===== config.mk =====
export PLATFORM = sky130hd
export DESIGN_NAME = lpht_mod_unit
export DESIGN_NICKNAME = d
export VERILOG_FILES = /design/src/hw/rtl/lpht_pkg.sv /design/src/hw/rtl/lpht_mod_unit.sv
export SDC_FILE = /design/constraint.sdc
export NUM_CORES = 1
export LEC_CHECK = 0
export BUFFER_PORTS_ARGS = -buffer_cell sky130_fd_sc_hd__clkbuf_2
export CELL_PAD_IN_SITES_DETAIL_PLACEMENT = 0
export CELL_PAD_IN_SITES_GLOBAL_PLACEMENT = 1
export CORE_MARGIN = 1.5
export CORE_UTILIZATION = 38
export CTS_CLUSTER_DIAMETER = 30
export CTS_CLUSTER_SIZE = 14
export DETAILED_ROUTE_END_ITERATION = 6
export PLACE_DENSITY = 0.72
export SYNTH_ARGS = -nofsm -noshare
export SYNTH_HDL_FRONTEND = slang
export SYNTH_SLANG_ARGS = --single-unit

===== constraint.sdc =====
create_clock -name clk -period 2.8 [get_ports clk]
set_input_delay 0.14 -clock clk [delete_from_list [all_inputs] [get_ports clk]]
set_output_delay 0.14 -clock clk [all_outputs]
set_load 0.02 [all_outputs]

===== src/hw/rtl/lpht_pkg.sv =====
// Shared types and fixed field widths for the linear probing hash table.
// No dependencies; compile first.
package lpht_pkg;

	localparam int KEY_W    = 32;
	localparam int KIND_W   = 2;
	localparam int STATUS_W = 2;
	localparam int SLOT_W   = 10;
	localparam int PROBE_W  = 10;
	localparam int OCC_W    = 11;

	// home-slot reduction takes this many key bits per cycle
	localparam int MOD_DIG   = 4;
	localparam int MOD_STEPS = KEY_W / MOD_DIG;

	typedef enum logic [KIND_W-1:0] {
		OP_SEARCH = 2'd0,
		OP_INSERT = 2'd1,
		OP_DELETE = 2'd2,
		OP_CLEAR  = 2'd3
	} op_t;

	typedef enum logic [STATUS_W-1:0] {
		ST_OK   = 2'd0,
		ST_MISS = 2'd1,
		ST_FULL = 2'd2
	} status_t;

	typedef enum logic [1:0] {
		TAG_FREE = 2'd0,
		TAG_USED = 2'd1,
		TAG_GONE = 2'd2
	} tag_t;

	typedef struct packed {
		tag_t             tag;
		logic [KEY_W-1:0] key;
	} entry_t;

	typedef enum logic [2:0] {
		S_INIT,
		S_CLEAR,
		S_IDLE,
		S_HASH,
		S_PROBE,
		S_DONE
	} state_t;

endpackage


===== src/hw/rtl/lpht_mod_unit.sv =====
// Home slot unit: key mod TABLE_SIZE, MOD_DIG key bits per cycle, or the low key bits for a power of two.
// Depends on lpht_pkg.
module lpht_mod_unit #(
	parameter int TABLE_SIZE = 1024
) (
	input  logic                          clk,
	input  logic                          arst_n,
	input  logic                          start,
	input  logic [lpht_pkg::KEY_W-1:0]    key,
	output logic                          done,
	output logic [$clog2(TABLE_SIZE)-1:0] home
);
	import lpht_pkg::*;

	localparam int IDX_W  = $clog2(TABLE_SIZE);
	localparam int REM_W  = IDX_W + 1;
	localparam int STEP_W = $clog2(MOD_STEPS);
	localparam logic [REM_W-1:0] MODULUS = REM_W'(TABLE_SIZE);
	localparam logic [STEP_W-1:0] STEP_LAST = STEP_W'(MOD_STEPS - 1);
	localparam bit IS_POW2 = (TABLE_SIZE & (TABLE_SIZE - 1)) == 0;

	logic              busy_q;
	logic              done_q;
	logic [STEP_W-1:0] step_q;
	logic [KEY_W-1:0]  key_q;
	logic [IDX_W-1:0]  rem_q;
	logic [REM_W-1:0]  rem_d;

	// shift in MOD_DIG key bits one at a time, subtracting the modulus once after each if reached
	always_comb begin
		rem_d = {1'b0, rem_q};
		for (int i = 0; i < MOD_DIG; i++) begin
			rem_d = {rem_d[REM_W-2:0], key_q[KEY_W-1-i]};
			if (rem_d >= MODULUS) begin
				rem_d = rem_d - MODULUS;
			end
		end
	end

	always_ff @(posedge clk or negedge arst_n) begin
		if (!arst_n) begin
			busy_q <= 1'b0;
			done_q <= 1'b0;
			step_q <= '0;
		end else begin
			done_q <= 1'b0;
			if (start) begin
				if (IS_POW2) begin
					done_q <= 1'b1;
				end else begin
					busy_q <= 1'b1;
					step_q <= '0;
				end
			end else if (busy_q) begin
				step_q <= step_q + STEP_W'(1);
				if (step_q == STEP_LAST) begin
					busy_q <= 1'b0;
					done_q <= 1'b1;
				end
			end
		end
	end

	always_ff @(posedge clk) begin
		if (start) begin
			key_q <= key;
			rem_q <= IS_POW2 ? key[IDX_W-1:0] : '0;
		end else if (busy_q) begin
			key_q <= key_q << MOD_DIG;
			rem_q <= rem_d[IDX_W-1:0];
		end
	end

	assign done = done_q;
	assign home = rem_q;

endmodule


==> impl_metrics.py, run 1 <==
metrics = {
    "critical_path": {
        "worstSetupPathType": "reg2reg",
        "r2r_cells": 2,
        "path_cells": "or2_2 -> buf_12",
        "path_delay_family": "simple AND/OR/NAND/NOR gates",
        "crit_path_max_fanout": 31,
        "slowest_delay_ns": 0.44,
        "arrival_ns": 1.38,
        "crit_cells": 2,
        "endpoint_kind": "flop",
        "crit_buf_inv": 1,
        "critical-path-slowest-cell": "or2_2",
        "required_ns": 2.85,
        "cp-start-kind": "flop",
    },
    "finish": {
        "final_nets": 210,
        "final_area_um2": 2420,
        "areaGrowthSynthToFinish_pct": 18.0,
        "finalNonFillerCells": 244,
        "antenna_cells": 0,
        "layout-drive-gt1-share": 0.448,
    },
    "placement": {
        "portBuffers": 45,
        "post_dp_cell_area_um2": 2330,
        "dp.cells": 235,
        "dp_hpwl_mm": 2.34,
        "gp_congestion": 0.708,
    },
    "drt": {
        "num_vias": 1085,
        "drc_errors": 0,
        "firstDrtPassIters": 4,
        "wl_per_cell_um": 13.8,
        "ant_nets": 0,
        "first_iter_violations": 84,
        "wirelength_mm": 3.38,
        "vias_per_cell": 4.45,
    },
    "sta": {
        "setup_viol": 0,
        "rsz0062_at_grt": "false",
        "relSlewSlack": 0.622,
        "fin_crit_sh": 0.473,
        "setup-tns-final_ns": 0,
        "finalMaxSlewViolations": 0,
        "fin_skew_ns": 0.00446,
        "finalHoldViolCount": 0,
        "finalCriticalPeriod_ns": 1.33,
        "fmax_ghz": 0.754,
        "tightest_slew_ns": 0.567,
    },
    "logic_synthesis": {
        "synth.top_cell.area_share": 0.616,
        "synth_seq_cells": 47,
        "syn_inst": 123,
        "async_reset_ff_frac": 0.106,
        "synth_top_family_by_area": "multiplexers",
        "synth_nets": 160,
        "avgSynthCellArea_um2": 16.7,
        "synthFlopType": "edfxtp_1",
        "ys_top_cells_by_area": "edfxtp_1 62%, mux2_4 15%, dfrtp_1 6.1%",
        "synth_area_leader_cell": "edfxtp_1",
        "synthAdderAreaFrac": 0.0122,
        "syn_area_um2": 2050,
        "yosys_warnings": 0,
        "synth_compound_area_frac": 0.0476,
        "synth_most_common_cell": "edfxtp_1",
        "synth_edf_count": 42,
        "ys_seq_area_frac": 0.677,
        "synthMuxAreaShare": 0.169,
        "yosys.area_share.simple": 0.0367,
        "synth_xor_area_frac": 0.00428,
        "yosys-top-cells-count": "42 x edfxtp_1, 20 x mux2_4, 13 x inv_1, 12 x o21ai_0, 8 x nand2_1",
        "yosysUniqueCellTypes": 18,
    },
    "global_route": {
        "grt_max_degree": 32,
        "grt_use_total": 0.124,
        "grt.overflow.total": 0,
        "antenna_found_initial": 0,
        "grt_pass1_vias": 1165,
        "grt_pass1_wl_mm": 5.58,
    },
    "cts": {
        "cts_buffers": 5,
        "clk_path_buf_depth": 2,
        "cts_tree": "done",
        "clk_latency_ns": 0.30,
        "post_cts_buffers": 0,
        "cts.sinks": 47,
        "clkTransAtPathRegs_ns": 0.08,
        "cts.htree.levels": 2,
        "cts-root-buf": "clkbuf_8",
    },
    "pwr": {
        "p_leak_uw": 0.00109,
        "switchingPower_uw": 300,
        "powerDensity_nw_per_um2": 567,
        "p_int_uw": 1070,
        "p_sw_frac": 0.219,
        "p_seq_frac": 0.611,
        "ir_drop_mv": 0.204,
        "comb_power_share": 0.108,
        "clock_power_share": 0.281,
    },
    "die": {
        "fp-row-count": 26,
        "core_um2": 5140,
        "io_pins": 46,
        "die_h_um": 76.4,
        "die_w_um": 76.4,
        "dieArea_um2": 5840,
        "start_util": 0.398,
    },
    "run_status": {
        "status": "completed",
    },
    "worst_hold_path": {
        "hp-class": "in2reg",
        "holdPathStages": 2,
    },
    "run": {
        "maxCapViolCount": 0,
    },
}
-- registers in the layout, summed over array words and instances, names as in the netlist --
signal and flops:
busy_q 1, done 1, home 10, key_q 32, step_q 3
-- cells in the final DEF (no fill, tap or decap) --
cell type	count
a21boi_0	1
clkbuf_1	1
buf_4	1
dfrtp_1	5
clkinv_1	2
and2_1	4
nor2b_4	1
clkbuf_8	5
buf_12	1
inv_1	13
ha_1	2
a21o_1	4
xor2_1	1
or2_2	1
nand2_1	8
clkbuf_2	45
mux2_4	20
o21ai_0	12
dlygate4sd3_1	1
mux2_2	4
edfxtp_1	42
-- per-layer routing --
metal / vias to the layer above / wire (µm) / GRT usage
met4: 0 / 55 / 0.0444
met5: - / 0 / 0
met1: 504 / 1630 / 0.171
met3: 6 / 185 / 0.0419
li1: 539 / - / -
met2: 36 / 1510 / 0.183
-- cell families after synthesis --
group	count (synthesis)
mux	24
buf+inv	18
flops	47
xor+xnor	1
simple gates	14
fa+ha+maj	2
compound gates	17
-- worst reg2reg max path: stages, from the launching register on --
cell and delay, ns:
dfrtp_1 0.41, or2_2 0.44, buf_12 0.24
-- stage by stage --
stage	utilization	power (µW)	worst slack [ns]	hold slack (ns)
finish	0.470	1370	1.47	0.139
global route	0.470	1430	1.37	0.136
CTS	0.470	1390	1.44	0.130
detailed placement	0.453	1000	1.11	-0.0377
global placement	0.453	994	1.16	-0.0451
floorplan	-	950	1.48	-0.156
-- final timing paths --
kind | slack (ns) | endpoint | startpoint
setup / recovery | 1.47 | key_q[19] | busy_q
hold / removal | 0.14 | key_q[24] | key[24]
setup reg to reg | 1.47 | key_q[19] | busy_q
hold reg to reg | 0.48 | step_q[0] | step_q[0]
max in group asynchronous | 2.48 | done | arst_n
min in group asynchronous | 0.18 | step_q[0] | arst_n
-- power groups by stage --
stage,Combinational (µW),Sequential [µW],Clock (µW)
global placement,144,850,0
global route,162,841,426
CTS,151,837,401
floorplan,88.4,862,0
finish,147,837,385
detailed placement,149,852,0
-- repair_timing --
action	4_1_cts	5_1_grt
resized for setup	0	0
hold buffers	1	0
hold endpoints to repair	5	0
-- cell type report --
class / count / area, µm²
well taps: 70 / 87.6
repair buffers: 48 / 263
fillers: 485 / 2720
multi-input cells: 58 / 552
clock buffers: 6 / 72.6
clock inverters: 2 / 7.51
flip-flops and latches: 47 / 1390
inverters: 13 / 48.8
No activity file was read; power rests on OpenSTA's default activity.
==> inputs of run 2 (changes only) <==
- clock period: 2.8 -> 1.4 ns (I/O delays scaled with it)
==> run 2 against run 1 <==
Effect of this change:
- clock power up 100%
- power increased by 100%
- flip-flop and latch count unchanged
- sequential power is 100% higher
- cell count is 2.9% higher
- non-clock buffer count is 8 higher
- clock skew down 0.0012 ns
- sequential share of layout area decreased by 1.6 points
- hold slack worse by 0.072 ns
- critical endpoint is now step_q[2]
==> impl_metrics.py, run 2 (synthesis gave the netlist of run 1 again) <==
metrics = {
    "run_status": {
        "status": "completed",
    },
    "placement": {
        "dp_hpwl_mm": 2.36,
        "dp.cells": 243,
        "portBuffers": 45,
        "gp_congestion": 0.719,
    },
    "die": {
        "io_pins": 46,
        "fp-row-count": 26,
        "start_util": 0.398,
        "core_um2": 5140,
        "dieArea_um2": 5840,
        "die_w_um": 76.4,
        "die_h_um": 76.4,
    },
    "cts": {
        "cts_buffers": 5,
        "clk_path_buf_depth": 2,
        "clkTransAtPathRegs_ns": 0.08,
        "cts-root-buf": "clkbuf_8",
        "cts.repair.resized": 0,
        "cts.htree.levels": 2,
        "clk_latency_ns": 0.30,
        "cts.sinks": 47,
        "cts_tree": "done",
    },
    "pwr": {
        "p_seq_frac": 0.606,
        "p_leak_uw": 0.00114,
        "ir_drop_mv": 0.403,
        "p_int_uw": 2150,
        "powerDensity_nw_per_um2": 1110,
        "clock_power_share": 0.279,
        "switchingPower_uw": 612,
        "comb_power_share": 0.115,
        "p_sw_frac": 0.222,
    },
    "finish": {
        "final_nets": 218,
        "layout-drive-gt1-share": 0.481,
        "nFillCells": 500,
        "finalNonFillerCells": 251,
        "postLayoutCoreUtil": 0.484,
        "antenna_cells": 0,
        "ff_latch_area_um2": 1390,
        "largest-register": "key_q",
        "layout_common_cells": "45 x clkbuf_2, 42 x edfxtp_1, 20 x mux2_4",
        "multi_input_area_um2": 552,
        "largest_reg_flops": 32,
        "areaGrowthSynthToFinish_pct": 21.4,
        "mostFrequentLayoutCell": "clkbuf_2",
    },
    "critical_path": {
        "arrival_ns": 1.43,
        "endpoint_kind": "flop",
        "r2r_cells": 3,
        "required_ns": 1.58,
        "reg2reg_from": "step_q[0]",
        "worstSetupPathType": "reg2reg",
        "cp-endpoint": "step_q[2]",
        "r2r-end": "step_q[2]",
        "cp-start-kind": "flop",
        "crit_path_max_fanout": 2,
        "startpoint": "step_q[0]",
        "rrSetupSlack_ns": 0.15,
    },
    "drt": {
        "first_iter_violations": 49,
        "vias_per_cell": 4.48,
        "wirelength_mm": 3.42,
        "ant_nets": 0,
        "wl_per_cell_um": 13.6,
        "drc_errors": 0,
        "num_vias": 1124,
        "firstDrtPassIters": 2,
    },
    "run": {
        "maxCapViolCount": 0,
    },
    "sta": {
        "relSlewSlack": 0.813,
        "finalCriticalPeriod_ns": 1.25,
        "finalMaxSlewViolations": 0,
        "rsz0062_at_grt": "false",
        "tightest_slew_ns": 0.277,
        "hold_ws_ns": 0.0672,
        "finalHoldViolCount": 0,
        "fin_skew_ns": 0.00325,
        "fmax_ghz": 0.803,
        "setup-tns-final_ns": 0,
        "fin_crit_sh": 0.890,
        "setup_viol": 0,
    },
    "global_route": {
        "grt_pass1_vias": 1168,
        "antenna_found_initial": 0,
        "grt_use_total": 0.129,
        "grt_max_degree": 32,
        "grt_pass1_wl_mm": 5.68,
        "grt.overflow.total": 0,
    },
    "worst_hold_path": {
        "hp-class": "in2reg",
    },
}
## run 2: changes by cell type in the layout (fill, tap and decap cells not counted), sizes merged
cell and change:
buf +8, clkbuf -1
## run 2: area by class of cell
| type | instances | area share |
|---|---|---|
| Clock buffer | 5 | 0.0277 |
| Clock inverter | 2 | 0.00352 |
| Inverter | 13 | 0.0196 |
| Multi-Input combinational cell | 58 | 0.222 |
| Sequential cell | 47 | 0.557 |
| Tap cell | 70 | 0.0352 |
| Timing Repair Buffer | 56 | 0.135 |
## run 2: how the worst min path moves through the flow
stage	startpoint	to	slack (ns)	depth (start not counted)
floorplan	arst_n	busy_q	-0.23	0
global placement	arst_n	done	-0.11	1
detailed placement	arst_n	done	-0.10	1
CTS	key[5]	key_q[5]	0.06	3
global route	key[12]	key_q[12]	0.06	2
finish	key[5]	key_q[5]	0.07	3
## run 2: critical path: stages, from the launching register on
cell and delay (ns):
dfrtp_1 0.40, ha_1 0.20, ha_1 0.26, mux2_2 0.27
## run 2: power groups by stage
stage	Combinational (µW)	Sequential, µW	Clock [µW]
after floorplan	177	1720	0
after global placement	307	1700	0
after detailed placement	318	1700	0
after CTS	322	1670	797
after global routing	346	1680	858
final	316	1670	771
## run 2: metal layers
metal	GRT usage	vias up	share of wire
met5	0	-	0
met4	0.0444	0	0.013
met3	0.0431	6	0.051
met2	0.188	33	0.45
met1	0.180	530	0.48
li1	-	555	-
## run 2: through the flow
step | total power, µW | worst slack, ns | instance area (µm²)
final | 2760 | 0.154 | 2490
after global routing | 2890 | 0.125 | 2490
after CTS | 2790 | 0.152 | 2490
after detailed placement | 2020 | 0.167 | 2400
after global placement | 2010 | 0.202 | 2400
after floorplan | 1900 | 0.0834 | 2050
## run 2: repair_timing
| action | CTS | global route |
|---|---|---|
| setup buffers | 0 | 0 |
| hold buffers | 1 | 0 |
| hold endpoints to repair | 5 | 0 |
==> inputs of run 3 (changes only) <==
- PLACE_DENSITY: 0.72 -> not set
- PLACE_DENSITY_LB_ADDON: not set -> 0.12
==> run 3 against run 2 <==
Effect of this change:
- via count is 2.4% lower
- hold slack better by 0.0059 ns
- clock skew increased by 0.0027 ns
==> impl_metrics.py, run 3 (synthesis gave the netlist of run 1 again) <==
metrics = {
    "pwr": {
        "ir_drop_mv": 0.548,
        "power.total_uw": 2750,
        "p_leak_uw": 0.00111,
        "powerDensity_nw_per_um2": 1130,
    },
    "drt": {
        "first_iter_violations": 107,
        "wirelength_mm": 3.30,
        "ant_nets": 0,
        "vias_per_cell": 4.44,
        "wl_per_cell_um": 13.3,
        "firstDrtPassIters": 4,
        "drc_errors": 0,
        "num_vias": 1097,
    },
    "sta": {
        "fin_skew_ns": 0.00592,
        "tightest_slew_ns": 0.345,
        "setup_viol": 0,
        "fin_crit_sh": 0.901,
        "finalCriticalPeriod_ns": 1.26,
        "finalMaxSlewViolations": 0,
        "rsz0062_at_grt": "false",
        "relSlewSlack": 0.768,
        "finalHoldViolCount": 0,
        "setup-tns-final_ns": 0,
        "fmax_ghz": 0.792,
    },
    "cts": {
        "cts.sinks": 47,
        "cts_buffers": 5,
        "cts_tree": "done",
        "cts.htree.levels": 2,
        "clk_latency_ns": 0.29,
        "clk_path_buf_depth": 2,
        "clkTransAtPathRegs_ns": 0.08,
        "post_cts_buffers": 0,
        "cts-root-buf": "clkbuf_8",
    },
    "critical_path": {
        "r2r_cells": 2,
        "critical-path-slowest-cell": "dfrtp_1",
        "r2r-end": "home[5]",
        "cp-start-kind": "flop",
        "crit_path_max_fanout": 36,
        "startpoint": "busy_q",
        "arrival_ns": 1.31,
        "slowest_delay_ns": 0.41,
        "reg2reg_from": "busy_q",
        "required_ns": 1.45,
        "endpoint_kind": "flop",
        "crit_buf_inv": 1,
        "path_delay_family": "flip-flops",
        "worstSetupPathType": "reg2reg",
        "path_cells": "or2_2 -> buf_12",
        "rrSetupSlack_ns": 0.14,
    },
    "placement": {
        "post_dp_cell_area_um2": 2350,
        "dp_hpwl_mm": 2.32,
        "dp.cells": 238,
        "gp_congestion": 0.705,
        "portBuffers": 45,
    },
    "finish": {
        "largest-register": "key_q",
        "final_nets": 213,
        "mostFrequentLayoutCell": "clkbuf_2",
        "layout_common_cells": "45 x clkbuf_2, 42 x edfxtp_1, 20 x mux2_4",
        "largest_reg_flops": 32,
        "areaGrowthSynthToFinish_pct": 19.2,
        "postLayoutCoreUtil": 0.475,
        "antenna_cells": 0,
        "layout-drive-gt1-share": 0.463,
        "final_area_um2": 2440,
        "finalNonFillerCells": 247,
    },
    "worst_hold_path": {
        "worstHoldEndpoint": "key_q[18]",
        "hp-class": "in2reg",
        "holdPathStages": 2,
        "min-delay-start": "key[18]",
    },
    "die": {
        "io_pins": 46,
        "die_w_um": 76.4,
        "dieArea_um2": 5840,
        "core_um2": 5140,
        "die_h_um": 76.4,
        "start_util": 0.398,
        "fp-row-count": 26,
    },
    "global_route": {
        "grt_pass1_vias": 1105,
        "grt.overflow.total": 0,
        "grt_max_degree": 37,
        "antenna_found_initial": 0,
        "grt_pass1_wl_mm": 5.44,
        "grt_use_total": 0.121,
    },
    "run_status": {
        "status": "completed",
    },
    "run": {
        "maxCapViolCount": 0,
    },
}
run 3: changes by cell type in the layout (fill, tap and decap cells not counted), sizes merged:
cell,change
buf,-5
clkinv,-1
clkbuf,+2
run 3: worst max-delay path by stage:
stage / to / cells past startpoint
6_report: home[5] / 2
5_1_grt: key_q[12] / 2
4_1_cts: key_q[12] / 2
3_5_place_dp: key_q[5] / 2
3_3_place_gp: key_q[31] / 2
2_1_floorplan: home[0] / 1
run 3: area by class of cell:
cell class	instances	area (µm²)
multi-input combinational	58	552
clock buffer	7	76.3
timing repair buffer	51	285
sequential	47	1390
fill	498	2700
tap	70	87.6
inverter	13	48.8
clock inverter	1	5.00
run 3: what timing repair did:
action,in CTS,in global routing
endpoints found under the hold margin,5,0
gates resized for setup,0,0
hold buffers,1,0
setup endpoints to repair,0,0
run 3: worst reg2reg max path: stages (launching register included):
cell and delay, ns:
dfrtp_1 0.41, or2_2 0.39, buf_12 0.22
run 3: routing by layer:
layer / wire (µm) / vias up / track usage
li1: - / 544 / -
met1: 1590 / 512 / 0.171
met2: 1440 / 37 / 0.170
met3: 235 / 4 / 0.0479
met4: 34 / 0 / 0.0389
met5: 0 / - / 0
run 3: report_power, final:
part | total (µW) | switching, µW | internal, µW | leakage [µW]
sequential | 1670 | 28.8 | 1640 | 0.000481
clock | 782 | 431 | 351 | 0.0000422
combinational | 301 | 141 | 160 | 0.000584
total | 2750 | 601 | 2150 | 0.00111
run 3: per-stage QoR:
stage	worst slack [ns]	hold slack, ns
after floorplan	0.0834	-0.226
after global placement	0.164	-0.112
after detailed placement	0.147	-0.106
after CTS	0.128	0.0641
after global routing	0.102	0.0585
final	0.138	0.0730
